[src/hdl/dq_pkg.sv]
`default_nettype none

package dq_pkg;

  localparam int unsigned FUNC_W  = 2;
  localparam int unsigned VALUE_W = 32;

  typedef enum logic [FUNC_W-1:0] {
    OP_PUSH_FRONT = 2'd0,
    OP_PUSH_BACK  = 2'd1,
    OP_POP_FRONT  = 2'd2,
    OP_NONE       = 2'd3
  } op_e;

  typedef enum logic [1:0] {
    ST_IDLE,
    ST_EXEC,
    ST_READ,
    ST_LOAD
  } state_e;

  typedef struct packed {
    logic accept;  // latch incoming beat
    logic exec;    // update pointers, write slot
    logic read;    // read front and back slots
    logic load;    // fill output register
  } cmd_t;

endpackage

`default_nettype wire

[src/hdl/dq_ctrl.sv]
`default_nettype none

module dq_ctrl (
  input  wire logic        clk_i,
  input  wire logic        rst_ni,
  input  wire logic        in_valid_i,
  output logic             in_ready_o,
  output logic             out_valid_o,
  input  wire logic        out_ready_i,
  output dq_pkg::cmd_t     cmd_o
);

  import dq_pkg::*;

  state_e state_q, state_d;
  logic   out_valid_q, out_valid_d;

  always_ff @(posedge clk_i or negedge rst_ni) begin
    if (!rst_ni) begin
      state_q     <= ST_IDLE;
      out_valid_q <= 1'b0;
    end else begin
      state_q     <= state_d;
      out_valid_q <= out_valid_d;
    end
  end

  always_comb begin
    state_d     = state_q;
    out_valid_d = out_valid_q;
    cmd_o       = '0;
    in_ready_o  = 1'b0;

    if (out_valid_q && out_ready_i) begin
      out_valid_d = 1'b0;
    end

    case (state_q)
      ST_IDLE: begin
        in_ready_o = 1'b1;
        if (in_valid_i) begin
          cmd_o.accept = 1'b1;
          state_d      = ST_EXEC;
        end
      end
      ST_EXEC: begin
        cmd_o.exec = 1'b1;
        state_d    = ST_READ;
      end
      ST_READ: begin
        cmd_o.read = 1'b1;
        state_d    = ST_LOAD;
      end
      ST_LOAD: begin
        // wait for a free output register
        if (!out_valid_q || out_ready_i) begin
          cmd_o.load  = 1'b1;
          out_valid_d = 1'b1;
          state_d     = ST_IDLE;
        end
      end
      default: begin
        state_d = ST_IDLE;
      end
    endcase
  end

  assign out_valid_o = out_valid_q;

endmodule

`default_nettype wire

[src/hdl/dq_datapath.sv]
`default_nettype none

module dq_datapath #(
  parameter int unsigned DEPTH = 16,
  parameter int unsigned PTR_W = $clog2(DEPTH),
  parameter int unsigned CNT_W = $clog2(DEPTH + 1)
) (
  input  wire logic                               clk_i,
  input  wire logic                               rst_ni,
  input  wire dq_pkg::cmd_t                       cmd_i,
  input  wire logic [dq_pkg::FUNC_W-1:0]          func_i,
  input  wire logic signed [dq_pkg::VALUE_W-1:0]  value_i,
  output logic                                    error_o,
  output logic                                    is_empty_o,
  output logic signed [dq_pkg::VALUE_W-1:0]       front_value_o,
  output logic signed [dq_pkg::VALUE_W-1:0]       back_value_o,
  output logic [CNT_W-1:0]                        count_o
);

  import dq_pkg::*;

  localparam int unsigned SUM_W = CNT_W + 1;

  logic [VALUE_W-1:0] mem [DEPTH];

  logic [FUNC_W-1:0]  func_q;
  logic [VALUE_W-1:0] value_q;
  logic [PTR_W-1:0]   front_q, front_d;
  logic [CNT_W-1:0]   fill_q, fill_d;
  logic               err_q, err_d;
  logic [VALUE_W-1:0] rd_front_q, rd_back_q;

  logic               full, empty;
  logic [PTR_W-1:0]   front_dec, front_inc, tail_idx, back_idx;
  logic [SUM_W-1:0]   tail_sum, back_sum;
  logic               wr_en;
  logic [PTR_W-1:0]   wr_idx;

  assign full  = (fill_q == CNT_W'(DEPTH));
  assign empty = (fill_q == '0);

  assign front_dec = (front_q == '0) ? PTR_W'(DEPTH - 1) : front_q - 1'b1;
  assign front_inc = (front_q == PTR_W'(DEPTH - 1)) ? '0 : front_q + 1'b1;

  // slot after the back: front + fill, wrapped
  assign tail_sum = SUM_W'(front_q) + SUM_W'(fill_q);
  always_comb begin
    if (tail_sum >= SUM_W'(DEPTH)) begin
      tail_idx = PTR_W'(tail_sum - SUM_W'(DEPTH));
    end else begin
      tail_idx = PTR_W'(tail_sum);
    end
  end

  // back slot: front + fill - 1, wrapped; unused when empty
  assign back_sum = SUM_W'(front_q) + SUM_W'(fill_q) - 1'b1;
  always_comb begin
    if (back_sum >= SUM_W'(DEPTH)) begin
      back_idx = PTR_W'(back_sum - SUM_W'(DEPTH));
    end else begin
      back_idx = PTR_W'(back_sum);
    end
  end

  always_comb begin
    front_d = front_q;
    fill_d  = fill_q;
    err_d   = err_q;
    wr_en   = 1'b0;
    wr_idx  = tail_idx;
    if (cmd_i.exec) begin
      err_d = 1'b0;
      case (op_e'(func_q))
        OP_PUSH_FRONT: begin
          if (full) begin
            err_d = 1'b1;
          end else begin
            wr_en   = 1'b1;
            wr_idx  = front_dec;
            front_d = front_dec;
            fill_d  = fill_q + 1'b1;
          end
        end
        OP_PUSH_BACK: begin
          if (full) begin
            err_d = 1'b1;
          end else begin
            wr_en  = 1'b1;
            wr_idx = tail_idx;
            fill_d = fill_q + 1'b1;
          end
        end
        OP_POP_FRONT: begin
          if (empty) begin
            err_d = 1'b1;
          end else begin
            front_d = front_inc;
            fill_d  = fill_q - 1'b1;
          end
        end
        default: begin
        end
      endcase
    end
  end

  always_ff @(posedge clk_i or negedge rst_ni) begin
    if (!rst_ni) begin
      front_q <= '0;
      fill_q  <= '0;
      err_q   <= 1'b0;
    end else begin
      front_q <= front_d;
      fill_q  <= fill_d;
      err_q   <= err_d;
    end
  end

  always_ff @(posedge clk_i) begin
    if (cmd_i.accept) begin
      func_q  <= func_i;
      value_q <= value_i;
    end
  end

  always_ff @(posedge clk_i) begin
    if (wr_en) begin
      mem[wr_idx] <= value_q;
    end
  end

  always_ff @(posedge clk_i) begin
    if (cmd_i.read) begin
      rd_front_q <= mem[front_q];
      rd_back_q  <= mem[back_idx];
    end
  end

  always_ff @(posedge clk_i) begin
    if (cmd_i.load) begin
      error_o       <= err_q;
      is_empty_o    <= empty;
      front_value_o <= empty ? '0 : $signed(rd_front_q);
      back_value_o  <= empty ? '0 : $signed(rd_back_q);
      count_o       <= fill_q;
    end
  end

endmodule

`default_nettype wire

[src/hdl/double_ended_queue.sv]
`default_nettype none

// channel  dir  tdata (low bit up)                    tuser (low bit up)
// s_axis   in   value[31:0]                           func[1:0]
// m_axis   out  front_value, back_value, count, pad   error, is_empty
//
// Each beat passes through capture, slot write and pointer update,
// registered two-port slot read and output load.
// A new beat is taken while an earlier result still waits on m_axis; it stalls
// in the load step until the output register frees up.
// Reset clears the pointers, the fill count, the error flag, the controller
// state and the output valid flag; slot contents stay undefined until written.

module double_ended_queue #(
  parameter int unsigned DEPTH = 16
) (
  input  wire logic                                         clk_i,
  input  wire logic                                         rst_ni,
  input  wire logic                                         s_axis_tvalid,
  output logic                                              s_axis_tready,
  input  wire logic [31:0]                                  s_axis_tdata,  // value
  input  wire logic [1:0]                                   s_axis_tuser,  // func
  output logic                                              m_axis_tvalid,
  input  wire logic                                         m_axis_tready,
  // front_value, back_value, count, zero pad
  output logic [((64 + $clog2(DEPTH + 1) + 7) / 8) * 8-1:0] m_axis_tdata,
  output logic [1:0]                                        m_axis_tuser   // error, is_empty
);

  import dq_pkg::*;

  localparam int unsigned CNT_W   = $clog2(DEPTH + 1);
  localparam int unsigned TDATA_W = ((2 * VALUE_W + CNT_W + 7) / 8) * 8;

  cmd_t                      cmd;
  logic                      error, is_empty;
  logic signed [VALUE_W-1:0] front_value, back_value;
  logic [CNT_W-1:0]          count;

  dq_ctrl u_ctrl (
    .clk_i       (clk_i),
    .rst_ni      (rst_ni),
    .in_valid_i  (s_axis_tvalid),
    .in_ready_o  (s_axis_tready),
    .out_valid_o (m_axis_tvalid),
    .out_ready_i (m_axis_tready),
    .cmd_o       (cmd)
  );

  dq_datapath #(
    .DEPTH (DEPTH)
  ) u_datapath (
    .clk_i         (clk_i),
    .rst_ni        (rst_ni),
    .cmd_i         (cmd),
    .func_i        (s_axis_tuser),
    .value_i       ($signed(s_axis_tdata)),
    .error_o       (error),
    .is_empty_o    (is_empty),
    .front_value_o (front_value),
    .back_value_o  (back_value),
    .count_o       (count)
  );

  assign m_axis_tdata = TDATA_W'({count, back_value, front_value});
  assign m_axis_tuser = {is_empty, error};

endmodule

`default_nettype wire

[config.mk]
export PLATFORM = sky130hd
export DESIGN_NAME = double_ended_queue
export DESIGN_NICKNAME = d
export VERILOG_FILES = /design/src/hdl/dq_pkg.sv /design/src/hdl/dq_ctrl.sv /design/src/hdl/dq_datapath.sv /design/src/hdl/double_ended_queue.sv
export SDC_FILE = /design/constraint.sdc
export NUM_CORES = 1
export LEC_CHECK = 0
export ABC_AREA = 0
export BUFFER_PORTS_ARGS = -buffer_cell sky130_fd_sc_hd__buf_4
export CAP_MARGIN = 20
export CORE_AREA = 2 2 279 281
export CTS_BUF_LIST = sky130_fd_sc_hd__clkbuf_4 sky130_fd_sc_hd__clkbuf_8
export DETAILED_ROUTE_END_ITERATION = 6
export DIE_AREA = 0 0 281 283
export SYNTH_ARGS = -nofsm -noshare
export SYNTH_HDL_FRONTEND = slang
export SYNTH_HIERARCHICAL = 1
export SYNTH_SLANG_ARGS = --single-unit
[constraint.sdc]
create_clock -name clk_i -period 12.8 [get_ports clk_i]
set_input_delay 0.64 -clock clk_i [delete_from_list [all_inputs] [get_ports clk_i]]
set_output_delay 0.64 -clock clk_i [all_outputs]
set_load 0.01 [all_outputs]
# [Word level (Yosys, flattened, before mapping)]
# Memory sizes are Yosys's and may differ from the RTL's. A register that Yosys moved wholly into a read port is not among the register bits.
# Cells that the tools add are included.
[word_totals] wordCells=82 ramBits=512 in_bits=38 reg_bits=118 memories=1
[op_classes] n_eq_ne=12 order_cmp=2 mux=34 n_reduce_logical=13 n_addsub=8
[mem_list] name="u_datapath.mem" depth=16 word_bits=32 rd=2 rd_clocked_by_memory_dff=2 wr=1 line="dq_datapath.sv:24" rtl="logic [VALUE_W-1:0] mem [DEPTH];"
[op_table] op="4-bit two-way mux" count=9
[op_table] op="1-bit two-way mux" count=17
[op_table] op="6-bit by 5-bit >= comparator with 1-bit output (second input constant)" count=2
[op_table] op="4-bit by 1-bit subtractor with 4-bit output (second input constant)" count=3
[op_table] op="5-bit two-way mux" count=2
[op_table] op="5-bit one-hot mux with 2 select lines" count=1
[op_table] op="2-bit inequality test (second input constant)" count=4
[op_table] op="2-bit one-hot mux with 4 select lines" count=1
[op_table] op="4-bit one-hot mux with 2 select lines" count=1
[op_table] op="4-bit AND reduction" count=2
[op_table] op="4-bit by 5-bit adder with 6-bit output" count=1
[op_table] op="2-bit == test (second input constant)" count=3
[op_table] op="6-bit by 1-bit subtractor with 6-bit output (second input constant)" count=1
[op_table] op="5-bit by 1-bit adder with 5-bit output (second input constant)" count=1
[op_table] op="5-bit == test (second input constant)" count=1
[op_table] op="5-bit logical NOT" count=1
[op_table] op="5-bit by 1-bit subtractor with 5-bit output (second input constant)" count=1
[op_table] op="4-bit by 1-bit adder with 4-bit output (second input constant)" count=1
[op_table] op="2-bit by 1-bit == test with 1-bit output (second input constant)" count=2
[op_table] op="4-bit == test (second input constant)" count=1
[op_table] op="2-bit logical NOT" count=2
[op_table] op="4-bit logical NOT" count=1
[op_table] op="2-bit two-way mux" count=2
[op_table] op="2-bit nonzero test" count=2
[op_table] op="7 further kinds" count=7

# [Logic depth before layout (Yosys ltp)]
# Gate-level depths: netlist of run 1.
[logic_depth] word_depth=6 mapped_depth=13

# [Hierarchy]
# The synthesis of run 1 kept the hierarchy.
[modules_own_cells] mod="dq_datapath" instances=1 cells_each=1617 area_per_inst_um2=30056.3
[modules_own_cells] mod="dq_ctrl" instances=1 cells_each=18 area_per_inst_um2=205.2
[modules_own_cells] mod="double_ended_queue" instances=1 cells_each=6 area_per_inst_um2=41.3

# [Worst setup path after synthesis of run 1]
# Ideal clock, no wire load.
[synth_timing] path_kind="reg2reg" from="register u_datapath.front_q[0]" to="memory u_datapath.mem[11][0] (enable)" setup_ns=0.461 path_slack_ns=7.987 synth_period_minus_slack_ns=4.813 path_stages_with_launch=13 required_time_ns=12.339 arrival_time_ns=4.352 cell_sequence="dfrtp_1 > buf_2 > buf_2 > buf_4 > buf_2 > inv_1 > ha_1 > nand2b_1 > o21ai_0 > mux2i_1 > or2_2 > clkbuf_1 > nor3_1"
[synth_between] elab_chain_len=6
[synth_lines] item="start: declaration" line="dq_datapath.sv:28" rtl="logic [PTR_W-1:0] front_q, front_d;"
[synth_lines] item="start signal: assignment" line="dq_datapath.sv:113" rtl="front_q <= front_d;"
[synth_lines] item="4-bit by 5-bit adder with 6-bit output" line="dq_datapath.sv:46" rtl="assign tail_sum = SUM_W'(front_q) + SUM_W'(fill_q);"
[synth_lines] item="6-bit by 5-bit >= comparator with 1-bit output or 4-bit by 1-bit subtractor with 4-bit output (tied branches)" line="dq_datapath.sv:48, dq_datapath.sv:49"
[synth_lines] item="4-bit two-way mux" line="dq_datapath.sv:48" rtl="if (tail_sum >= SUM_W'(DEPTH)) begin"
[synth_lines] item="4-bit two-way mux" line="dq_datapath.sv:75" rtl="if (full) begin"
[synth_lines] item="4-bit two-way mux"
[synth_lines] item="4-bit two-way mux (*)" line="dq_datapath.sv:71" rtl="if (cmd_i.exec) begin"
[synth_lines] item="end: declaration" line="dq_datapath.sv:24"
# Mark *: on every way between the ends. The rest lies on a longest branch, timed or not.

# [Worst setup path after layout of run 1]
[layout_timing] from="register u_datapath.front_q[0]" to="register u_datapath.rd_back_q[16] (read register of u_datapath.mem) (data pin)"
[layout_between] elab_chain_len=4
[layout_lines] item="4-bit by 5-bit adder with 6-bit output (*)" line="dq_datapath.sv:56" rtl="assign back_sum = SUM_W'(front_q) + SUM_W'(fill_q) - 1'b1;"
[layout_lines] item="6-bit by 1-bit subtractor with 6-bit output (*)" line="dq_datapath.sv:56"
[layout_lines] item="6-bit by 5-bit >= comparator with 1-bit output or 4-bit by 1-bit subtractor with 4-bit output (tied branches)" line="dq_datapath.sv:58, dq_datapath.sv:59"
[layout_lines] item="4-bit two-way mux (*)" line="dq_datapath.sv:58" rtl="if (back_sum >= SUM_W'(DEPTH)) begin"
[layout_lines] item="end: declaration" line="dq_datapath.sv:31" rtl="logic [VALUE_W-1:0] rd_front_q, rd_back_q;"
# Marks and branches as above.
# A chain may end at the register's enable or synchronous reset.

==> results of run 1 <==
==> synthesized netlist by cell type, types with 5 or more instances <==
master | instances | area, sq um
buf_4 | 13 | 97.6
a21oi_1 | 33 | 165
xnor2_1 | 7 | 61.3
nor2_1 | 5 | 18.8
dfrtp_1 | 13 | 325
nor2b_1 | 66 | 413
buf_2 | 51 | 255
mux2i_1 | 74 | 741
edfxtp_1 | 681 | 20400
o21ai_0 | 22 | 110
and2_1 | 30 | 188
buf_1 | 9 | 33.8
o211ai_1 | 27 | 203
a22oi_1 | 28 | 210
a211oi_1 | 32 | 240
a221oi_1 | 7 | 61.3
a31oi_1 | 38 | 238
nand2b_1 | 5 | 31.3
mux4_2 | 223 | 5020
nor3_1 | 21 | 105
nand3_1 | 28 | 140
nand2_1 | 127 | 477
clkbuf_1 | 37 | 139
ha_1 | 13 | 163
inv_1 | 15 | 56.3
==> metrics by stage <==
step	setup slack [ns]	area, sq um	std cells	hold slack (ns)	util
floorplan	7.99	30300	1643	0.344	-
global placement	7.74	32400	2720	0.440	0.422
detailed placement	7.69	32400	2720	0.452	0.422
CTS	7.75	34700	2928	0.0170	0.452
global route	7.52	34700	2933	0.0469	0.453
finish	7.77	34700	2933	0.0882	0.453
==> area by class of cell <==
| type | instances | area (sq um) |
|---|---|---|
| fillers | 6569 | 42000 |
| flip-flops and latches | 694 | 20800 |
| multi-input cells | 822 | 9100 |
| clock buffers | 147 | 1820 |
| well taps | 1040 | 1300 |
| repair buffers | 150 | 1140 |
| clock inverters | 60 | 492 |
| inverters | 16 | 61.3 |
| diodes | 4 | 10.0 |
==> sequential cells by signal, summed over array words and instances (netlist names) <==
register                  flops
u_datapath/count_o            5
u_datapath/rd_front_q        32
u_datapath/err_q              1
u_datapath/front_q            4
u_datapath/rd_back_q         32
u_datapath/fill_q             5
u_datapath/error_o            1
u_datapath/is_empty_o         1
u_datapath/mem              512
u_datapath/front_value_o     32
u_ctrl/state_q                2
u_datapath/func_q             2
u_datapath/back_value_o      32
u_datapath/value_q           32
u_ctrl/out_valid_o            1
==> per-layer routing <==
metal  up-vias  wire, microns
li1       7074              -
met1      8897          31500
met2       718          38700
met3       133           5660
met4         0           1860
met5         -              0
==> cells by family (layout without fill, tap and decap cells) <==
kind of cell,count (synthesis),in the layout
DFF,694,694
muxes,299,299
and+or+nand+nor,295,295
AOI/OAI and AO/OA,195,195
buffers and inverters,127,373
adders and majority gates,15,15
xor gates and xnor gates,15,15
other,1,7
==> worst paths after layout <==
check,slack (ns),depth (start not counted),to,start
hold reg to reg,0.47,0,u_datapath/error_o$_DFFE_PP_,u_datapath/err_q$_DFFE_PN0P_
max in group asynchronous,12.25,2,u_datapath/front_q[1]$_DFFE_PN0P_,rst_ni
min in group asynchronous,0.34,2,u_ctrl/out_valid_o$_DFF_PN0_,rst_ni
setup / recovery,7.77,10,u_datapath/rd_back_q[16]$_DFFE_PP_,u_datapath/front_q[0]$_DFFE_PN0P_
hold / removal,0.09,1,u_datapath/value_q[0]$_DFFE_PP_,s_axis_tdata[0]
setup reg to reg,7.77,10,u_datapath/rd_back_q[16]$_DFFE_PP_,u_datapath/front_q[0]$_DFFE_PN0P_
==> placed cells by master (no fill, tap or decap), types with 28 or more instances in the layout <==
| cell | count |
|---|---|
| a31oi_1 | 38 |
| a22oi_1 | 28 |
| nand2_1 | 127 |
| clkbuf_4 | 33 |
| mux2i_1 | 74 |
| a21oi_1 | 33 |
| a211oi_1 | 32 |
| nand3_1 | 28 |
| buf_4 | 147 |
| clkinv_1 | 28 |
| and2_1 | 28 |
| nor2b_1 | 65 |
| mux4_2 | 223 |
| clkbuf_8 | 114 |
| edfxtp_1 | 681 |
==> worst max-delay path, stage by stage, from the launching register on <==
cell and delay [ns]:
dfrtp_4 0.72, ha_4 0.28, fa_1 0.59, inv_1 0.11, ha_4 0.71, buf_4 0.62, buf_4 0.75, mux4_2 0.41
and2_1 0.17, a211oi_1 0.25, a31oi_1 0.09
==> results.cfg, run 1 <==
[run_status]
outcome = finished clean

[routing]
dr_total_vias = 16800
drc_errors = 0
dr.pass1.iters = 5
ant_nets = 0
first_iter_violations = 1708
drt_wl_total_microns = 77700
routed_via_density = 5.74
post_drt_wl_per_cell_microns = 26.5

[placement]
gp_congestion = 0.733
portBuffers = 110
dp.final_hpwl_microns = 39300

[setup_path]
crit_arrival_ns = 5.43
cp-end-kind = flop
crit_path_start_kind = flop
critPathMaxFanout = 52
cp.required_ns = 13.20
path_class = reg2reg

[cts]
cts_root_buf = clkbuf_8
cts_buffer_depth = 3
clk_pin_slew_ns = 0.06
clkSinkCount = 694
cts_max_level = 3
cts_setup_buffers = 0
cts_hold_buf = 1
clk_latency_ns = 0.73
cts_tree = done
cts_buffers = 113
cts_resized = 0

[die]
die_h_microns = 283
initial_core_util = 0.395
core_area_sq_um = 76700
fp.dieW_microns = 281
dieArea_sq_um = 79500
io_pins = 114
fp-row-count = 102

[grt]
grt_max_degree = 96
grt_antenna_before_repair = 1
grt_pass1_wl_microns = 114000
gr-total-overflow = 0
grt_use_met3 = 0.0342
grtUsageTotal = 0.197
grt_use_met2 = 0.327
busiest_layer = met2
grt_pass1_vias = 17600
globalRouteMet1Util = 0.263

[logic_synthesis]
yosysSeqAreaShare = 0.686
synth_seq_cells = 694
synth-simple-area-share = 0.0486
synth_cell_types = 51
syn_area_sq_um = 30300
syn_inst = 1641
synth_compound_area_frac = 0.0428
synth_fa_ha_area_frac = 0.00669
dominantRegCellSynth = edfxtp_1
synth_top_family_by_area = multiplexers
avgSynthCellArea_sq_um = 18.5
synth_edf_count = 681
synth-xor-area-share = 0.00553
muxShareOfSynthArea = 0.191
async_reset_ff_frac = 0.0187
synth_warnings = 6

[timing]
fmax_mhz = 199
report.final.slew_viol_count = 0
fin_setup_tns_ns = 0
finalCriticalPeriod_ns = 5.03
worstMarginPinSlew_ns = 1.10
clock-skew-final_ns = 0.0651
maxSlewHeadroom = 0.269
rsz0062_at_grt = no
period_share = 0.393
finalHoldViolations = 0
setup_violations = 0

[flow_run]
cap_violations = 0

[layout]
syn_to_final_growth_pct = 14.6
post_route_cells_drive_above_1_share = 0.314
nets = 1850

[hold_path]
hp-class = in2reg
Power of run 1 is not shown: default switching activity piles up to over one toggle a cycle in this logic, so the estimate is an artifact.
==> run 2: changes to the inputs <==
==> constraint.sdc (replaced) <==
create_clock -name clk_i -period 4.2 [get_ports clk_i]
set_input_delay 0.21 -clock clk_i [delete_from_list [all_inputs] [get_ports clk_i]]
set_output_delay 0.21 -clock clk_i [all_outputs]
set_load 0.01 [all_outputs]
==> run 2 against run 1 <==
Net effect: core utilization is 0.77 points higher; critical path depth is 2 lower; wire length decreased by 1.0%; critical path type unchanged; critical endpoint is now u_datapath/mem[2][15]$_DFFE_PP_.
==> results.cfg, run 2 (synthesized netlist as in run 1, its figures left out) <==
[placement]
portBuffers = 110
dp_slack_ns = 0.702
gp_congestion = 0.765
dp.final_hpwl_microns = 42700
place_area_sq_um = 32800

[routing]
post_drt_wl_per_cell_microns = 25.7
wl_met1_microns = 31700
first_iter_violations = 1586
top_layer_used = met4
route.met3.wl_microns = 5440
drt_wl_total_microns = 76900
dr_total_vias = 16900
ant_nets = 0
dr.pass1.iters = 6
routed_via_density = 5.67
wl_met2_microns = 38000
drc_errors = 0

[setup_path]
r2r-start = u_datapath/front_q[0]$_DFFE_PN0P_
critPathBufInv = 4
cp.required_ns = 4.53
crit_arrival_ns = 3.81
crit_slowest_cell = buf_4
r2r_end = u_datapath/mem[2][15]$_DFFE_PP_
ff2ff_path_depth = 8
cpMostUsedCell = buf_4
cp_top_family = buffers and inverters
r2r_slack_ns = 0.72
slowest_delay_ns = 0.66
critPathMaxFanout = 39
path_class = reg2reg
crit_path_start_kind = flop
cp-end-kind = flop
path_cells = buf_4, buf_4, o21ai_0, mux2i_1, nand3_1, buf_4, nor3_4, buf_4

[layout]
post_route_cells_drive_above_1_share = 0.319
regArea_sq_um = 20800
stdcell_area_sq_um = 35300
final_cell_mix = edfxtp_1, mux4_2, buf_4
largest_reg_flops = 512
fillers = 6572
multiInputGateArea_sq_um = 9150
utilization = 0.460
final_common_cell = edfxtp_1
nets = 1913
syn_to_final_growth_pct = 16.5
largest-register = u_datapath/mem

[timing]
finalCriticalPeriod_ns = 3.48
setup_violations = 0
layout_setup_ws_ns = 0.723
rsz0062_at_grt = no
worstMarginPinSlew_ns = 1.05
clock-skew-final_ns = 0.0340
finalHoldViolations = 0
fmax_mhz = 288
holdWs_ns = 0.208
period_share = 0.828
maxSlewHeadroom = 0.299
report.final.slew_viol_count = 0

[die]
initial_core_util = 0.395
fp-row-count = 102
dieArea_sq_um = 79500
io_pins = 114
die_h_microns = 283
core_area_sq_um = 76700
fp.dieW_microns = 281

[cts]
clk_pin_slew_ns = 0.06
cts_root_buf = clkbuf_8
cts_buffer_depth = 3
cts_max_level = 3
clkSinkCount = 694
clk_latency_ns = 0.73
cts_resized = 0
cts_buffers = 113
cts_tree = done

[hold_path]
whs_endpoint = u_datapath/value_q[12]$_DFFE_PP_
hold_depth = 2
worstHoldStart = s_axis_tdata[12]
hp-class = in2reg

[grt]
gr-total-overflow = 0
grt_antenna_before_repair = 1
grtUsageTotal = 0.194
grt_pass1_vias = 17600
grt_max_degree = 106
grt_pass1_wl_microns = 113000

[flow_run]
cap_violations = 0

[run_status]
outcome = finished clean
-- run 2: per-stage QoR --
stage | TNS [ns] | cells
after floorplan | -149.74 | 1643
after global placement | 0 | 2747
after detailed placement | 0 | 2747
after CTS | 0 | 2990
after global routing | 0 | 2991
final | 0 | 2991
-- run 2: layout make-up --
class                      count  area share
sequential                   694       0.589
tap                         1040      0.0369
clock buffer                 162      0.0548
antenna                        1   0.0000709
clock inverter                43     0.00588
timing repair buffer         213      0.0526
multi-input combinational    822       0.259
inverter                      16     0.00174
-- run 2: worst max path at each step --
stage / startpoint / endpoint / slack [ns] / cells past startpoint
5_1_grt: u_datapath/front_q[0]$_DFFE_PN0P_ / u_datapath/mem[2][1]$_DFFE_PP_ / 0.54 / 8
2_1_floorplan: u_datapath/front_q[0]$_DFFE_PN0P_ / u_datapath/mem[11][0]$_DFFE_PP_ / -0.61 / 12
3_3_place_gp: u_datapath/front_q[0]$_DFFE_PN0P_ / u_datapath/mem[2][15]$_DFFE_PP_ / 0.66 / 8
3_5_place_dp: u_datapath/front_q[0]$_DFFE_PN0P_ / u_datapath/mem[2][15]$_DFFE_PP_ / 0.70 / 8
6_report: u_datapath/front_q[0]$_DFFE_PN0P_ / u_datapath/mem[2][15]$_DFFE_PP_ / 0.72 / 8
4_1_cts: u_datapath/front_q[0]$_DFFE_PN0P_ / u_datapath/mem[2][1]$_DFFE_PP_ / 0.70 / 8
-- run 2: per-layer routing --
| layer | up-vias | GRT usage |
|---|---|---|
| li1 | 7190 | - |
| met1 | 8942 | 0.264 |
| met2 | 692 | 0.321 |
| met3 | 122 | 0.0320 |
| met4 | 0 | 0.0607 |
| met5 | - | 0 |
-- run 2: timing repair --
item / CTS / global route
setup buffers: 0 / 0
hold buffers: 38 / 0
endpoints found under the hold margin: 50 / 0
-- run 2: worst register-to-register path: cells and delay by family, from the launching register on --
| family | cells | cell delay (ns) |
|---|---|---|
| compound gates | 1 | 0.22 |
| simple gates | 2 | 0.27 |
| mux | 1 | 0.20 |
| flops | 1 | 0.42 |
| buf+inv | 4 | 1.97 |
Power of run 2 is left out for the same reason.
==> run 3: changes to the inputs <==
==> constraint.sdc (replaced) <==
create_clock -name clk_i -period 3.17 [get_ports clk_i]
set_input_delay 0.1585 -clock clk_i [delete_from_list [all_inputs] [get_ports clk_i]]
set_output_delay 0.1585 -clock clk_i [all_outputs]
set_load 0.01 [all_outputs]
==> run 3 against run 2 <==
Net effect: worst setup slack got worse by 0.58 ns; highest routed layer unchanged; global-route usage increased by 0.80 points; clock skew decreased by 0.0058 ns; hold slack got worse by 0.049 ns; count of clock-buffer cells in the layout decreased by 20.
==> results.cfg, run 3 (synthesized netlist as in run 1, its figures left out) <==
[timing]
maxSlewHeadroom = 0.350
fmax_mhz = 330
rsz0062_at_grt = no
setup_violations = 0
period_share = 0.955
finalHoldViolations = 0
worstMarginPinSlew_ns = 0.975
finalCriticalPeriod_ns = 3.03
clock-skew-final_ns = 0.0282
report.final.slew_viol_count = 0
fin_setup_tns_ns = 0

[grt]
grt_pass1_vias = 18200
grt_max_degree = 107
grt_antenna_before_repair = 1
gr-total-overflow = 0
grt_pass1_wl_microns = 119000
grtUsageTotal = 0.202

[setup_path]
cp.required_ns = 3.61
crit_path_start_kind = flop
path_class = reg2reg
critPathMaxFanout = 20
crit_arrival_ns = 3.47
cp-end-kind = flop
ff2ff_path_depth = 9

[layout]
syn_to_final_growth_pct = 19.1
largest-register = u_datapath/mem
stdcell_area_sq_um = 36100
final_cell_mix = edfxtp_1, mux4_2, buf_4
largest_reg_flops = 512
final_common_cell = edfxtp_1
nets = 1940
post_route_cells_drive_above_1_share = 0.328

[cts]
clkSinkCount = 694
cts_max_level = 3
clk_latency_ns = 0.72
cts_tree = done
cts_buffer_depth = 3
cts_root_buf = clkbuf_8
cts_buffers = 113
clk_pin_slew_ns = 0.07

[routing]
dr.pass1.iters = 5
drt_wl_total_microns = 79800
first_iter_violations = 1760
routed_via_density = 5.75
post_drt_wl_per_cell_microns = 26.4
dr_total_vias = 17400
ant_nets = 0
drc_errors = 0

[placement]
place_area_sq_um = 33300
portBuffers = 110
dp.final_hpwl_microns = 45300
gp_congestion = 0.799

[hold_path]
hold_depth = 2
hp-class = in2reg

[die]
core_area_sq_um = 76700
dieArea_sq_um = 79500
die_h_microns = 283
fp.dieW_microns = 281
io_pins = 114
initial_core_util = 0.395
fp-row-count = 102

[flow_run]
cap_violations = 0

[run_status]
outcome = finished clean
## run 3: cell types whose count changed in the layout (fill, tap and decap cells not counted), sizes merged
cell / change
buf: +26
inv: +1
clkbuf: -19
clkinv: +10
bufinv: +8
## run 3: per-stage QoR
step / hold WS [ns] / setup slack, ns / cells / util
final: 0.159 / 0.142 / 3017 / 0.470
after CTS: 0.0900 / 0.104 / 3012 / 0.469
after global placement: 0.0193 / 0.150 / 2770 / 0.435
after detailed placement: 0.0193 / 0.111 / 2770 / 0.435
after global routing: 0.125 / 0.0291 / 3017 / 0.470
after floorplan: -0.137 / -0.0331 / 1643 / -
## run 3: what timing repair did
item,CTS,global route
hold endpoints to repair,50,0
hold buffers,38,0
gates resized for setup,0,3
buffers inserted,0,2
setup endpoints to repair,0,80
## run 3: final cells by class
class,count,area [sq um]
timing repair buffer,240,2390
antenna,1,2.50
multi-input combinational,822,9260
sequential,694,20800
clock inverter,62,502
fill,6436,40600
clock buffer,142,1780
tap,1040,1300
inverter,16,60.1
## run 3: critical path: stages (launching register included)
cell,delay (ns)
dfrtp_4,0.50
ha_4,0.17
fa_1,0.50
inv_1,0.07
ha_4,0.42
buf_12,0.22
mux4_2,0.31
and2_1,0.17
a211oi_1,0.28
a31oi_1,0.11
## run 3: path summary, 6_finish.rpt
kind	slack (ns)	startpoint	end
max in group asynchronous	2.13	rst_ni	u_datapath/front_q[0]$_DFFE_PN0P_
min reg2reg	0.47	u_datapath/err_q$_DFFE_PN0P_	u_datapath/error_o$_DFFE_PP_
max reg2reg	0.14	u_datapath/front_q[0]$_DFFE_PN0P_	u_datapath/rd_back_q[4]$_DFFE_PP_
max	0.14	u_datapath/front_q[0]$_DFFE_PN0P_	u_datapath/rd_back_q[4]$_DFFE_PP_
min in group asynchronous	0.54	rst_ni	u_datapath/fill_q[0]$_DFFE_PN0P_
min	0.16	s_axis_tdata[3]	u_datapath/value_q[3]$_DFFE_PP_
## run 3: layer usage
| metal | global-route usage | up-vias | part of all wire |
|---|---|---|---|
| met5 | 0 | - | 0 |
| met4 | 0.0683 | 0 | 0.029 |
| met3 | 0.0387 | 168 | 0.074 |
| li1 | - | 7256 | - |
| met1 | 0.265 | 9121 | 0.40 |
| met2 | 0.338 | 808 | 0.50 |
Power of run 3 is left out for the same reason.
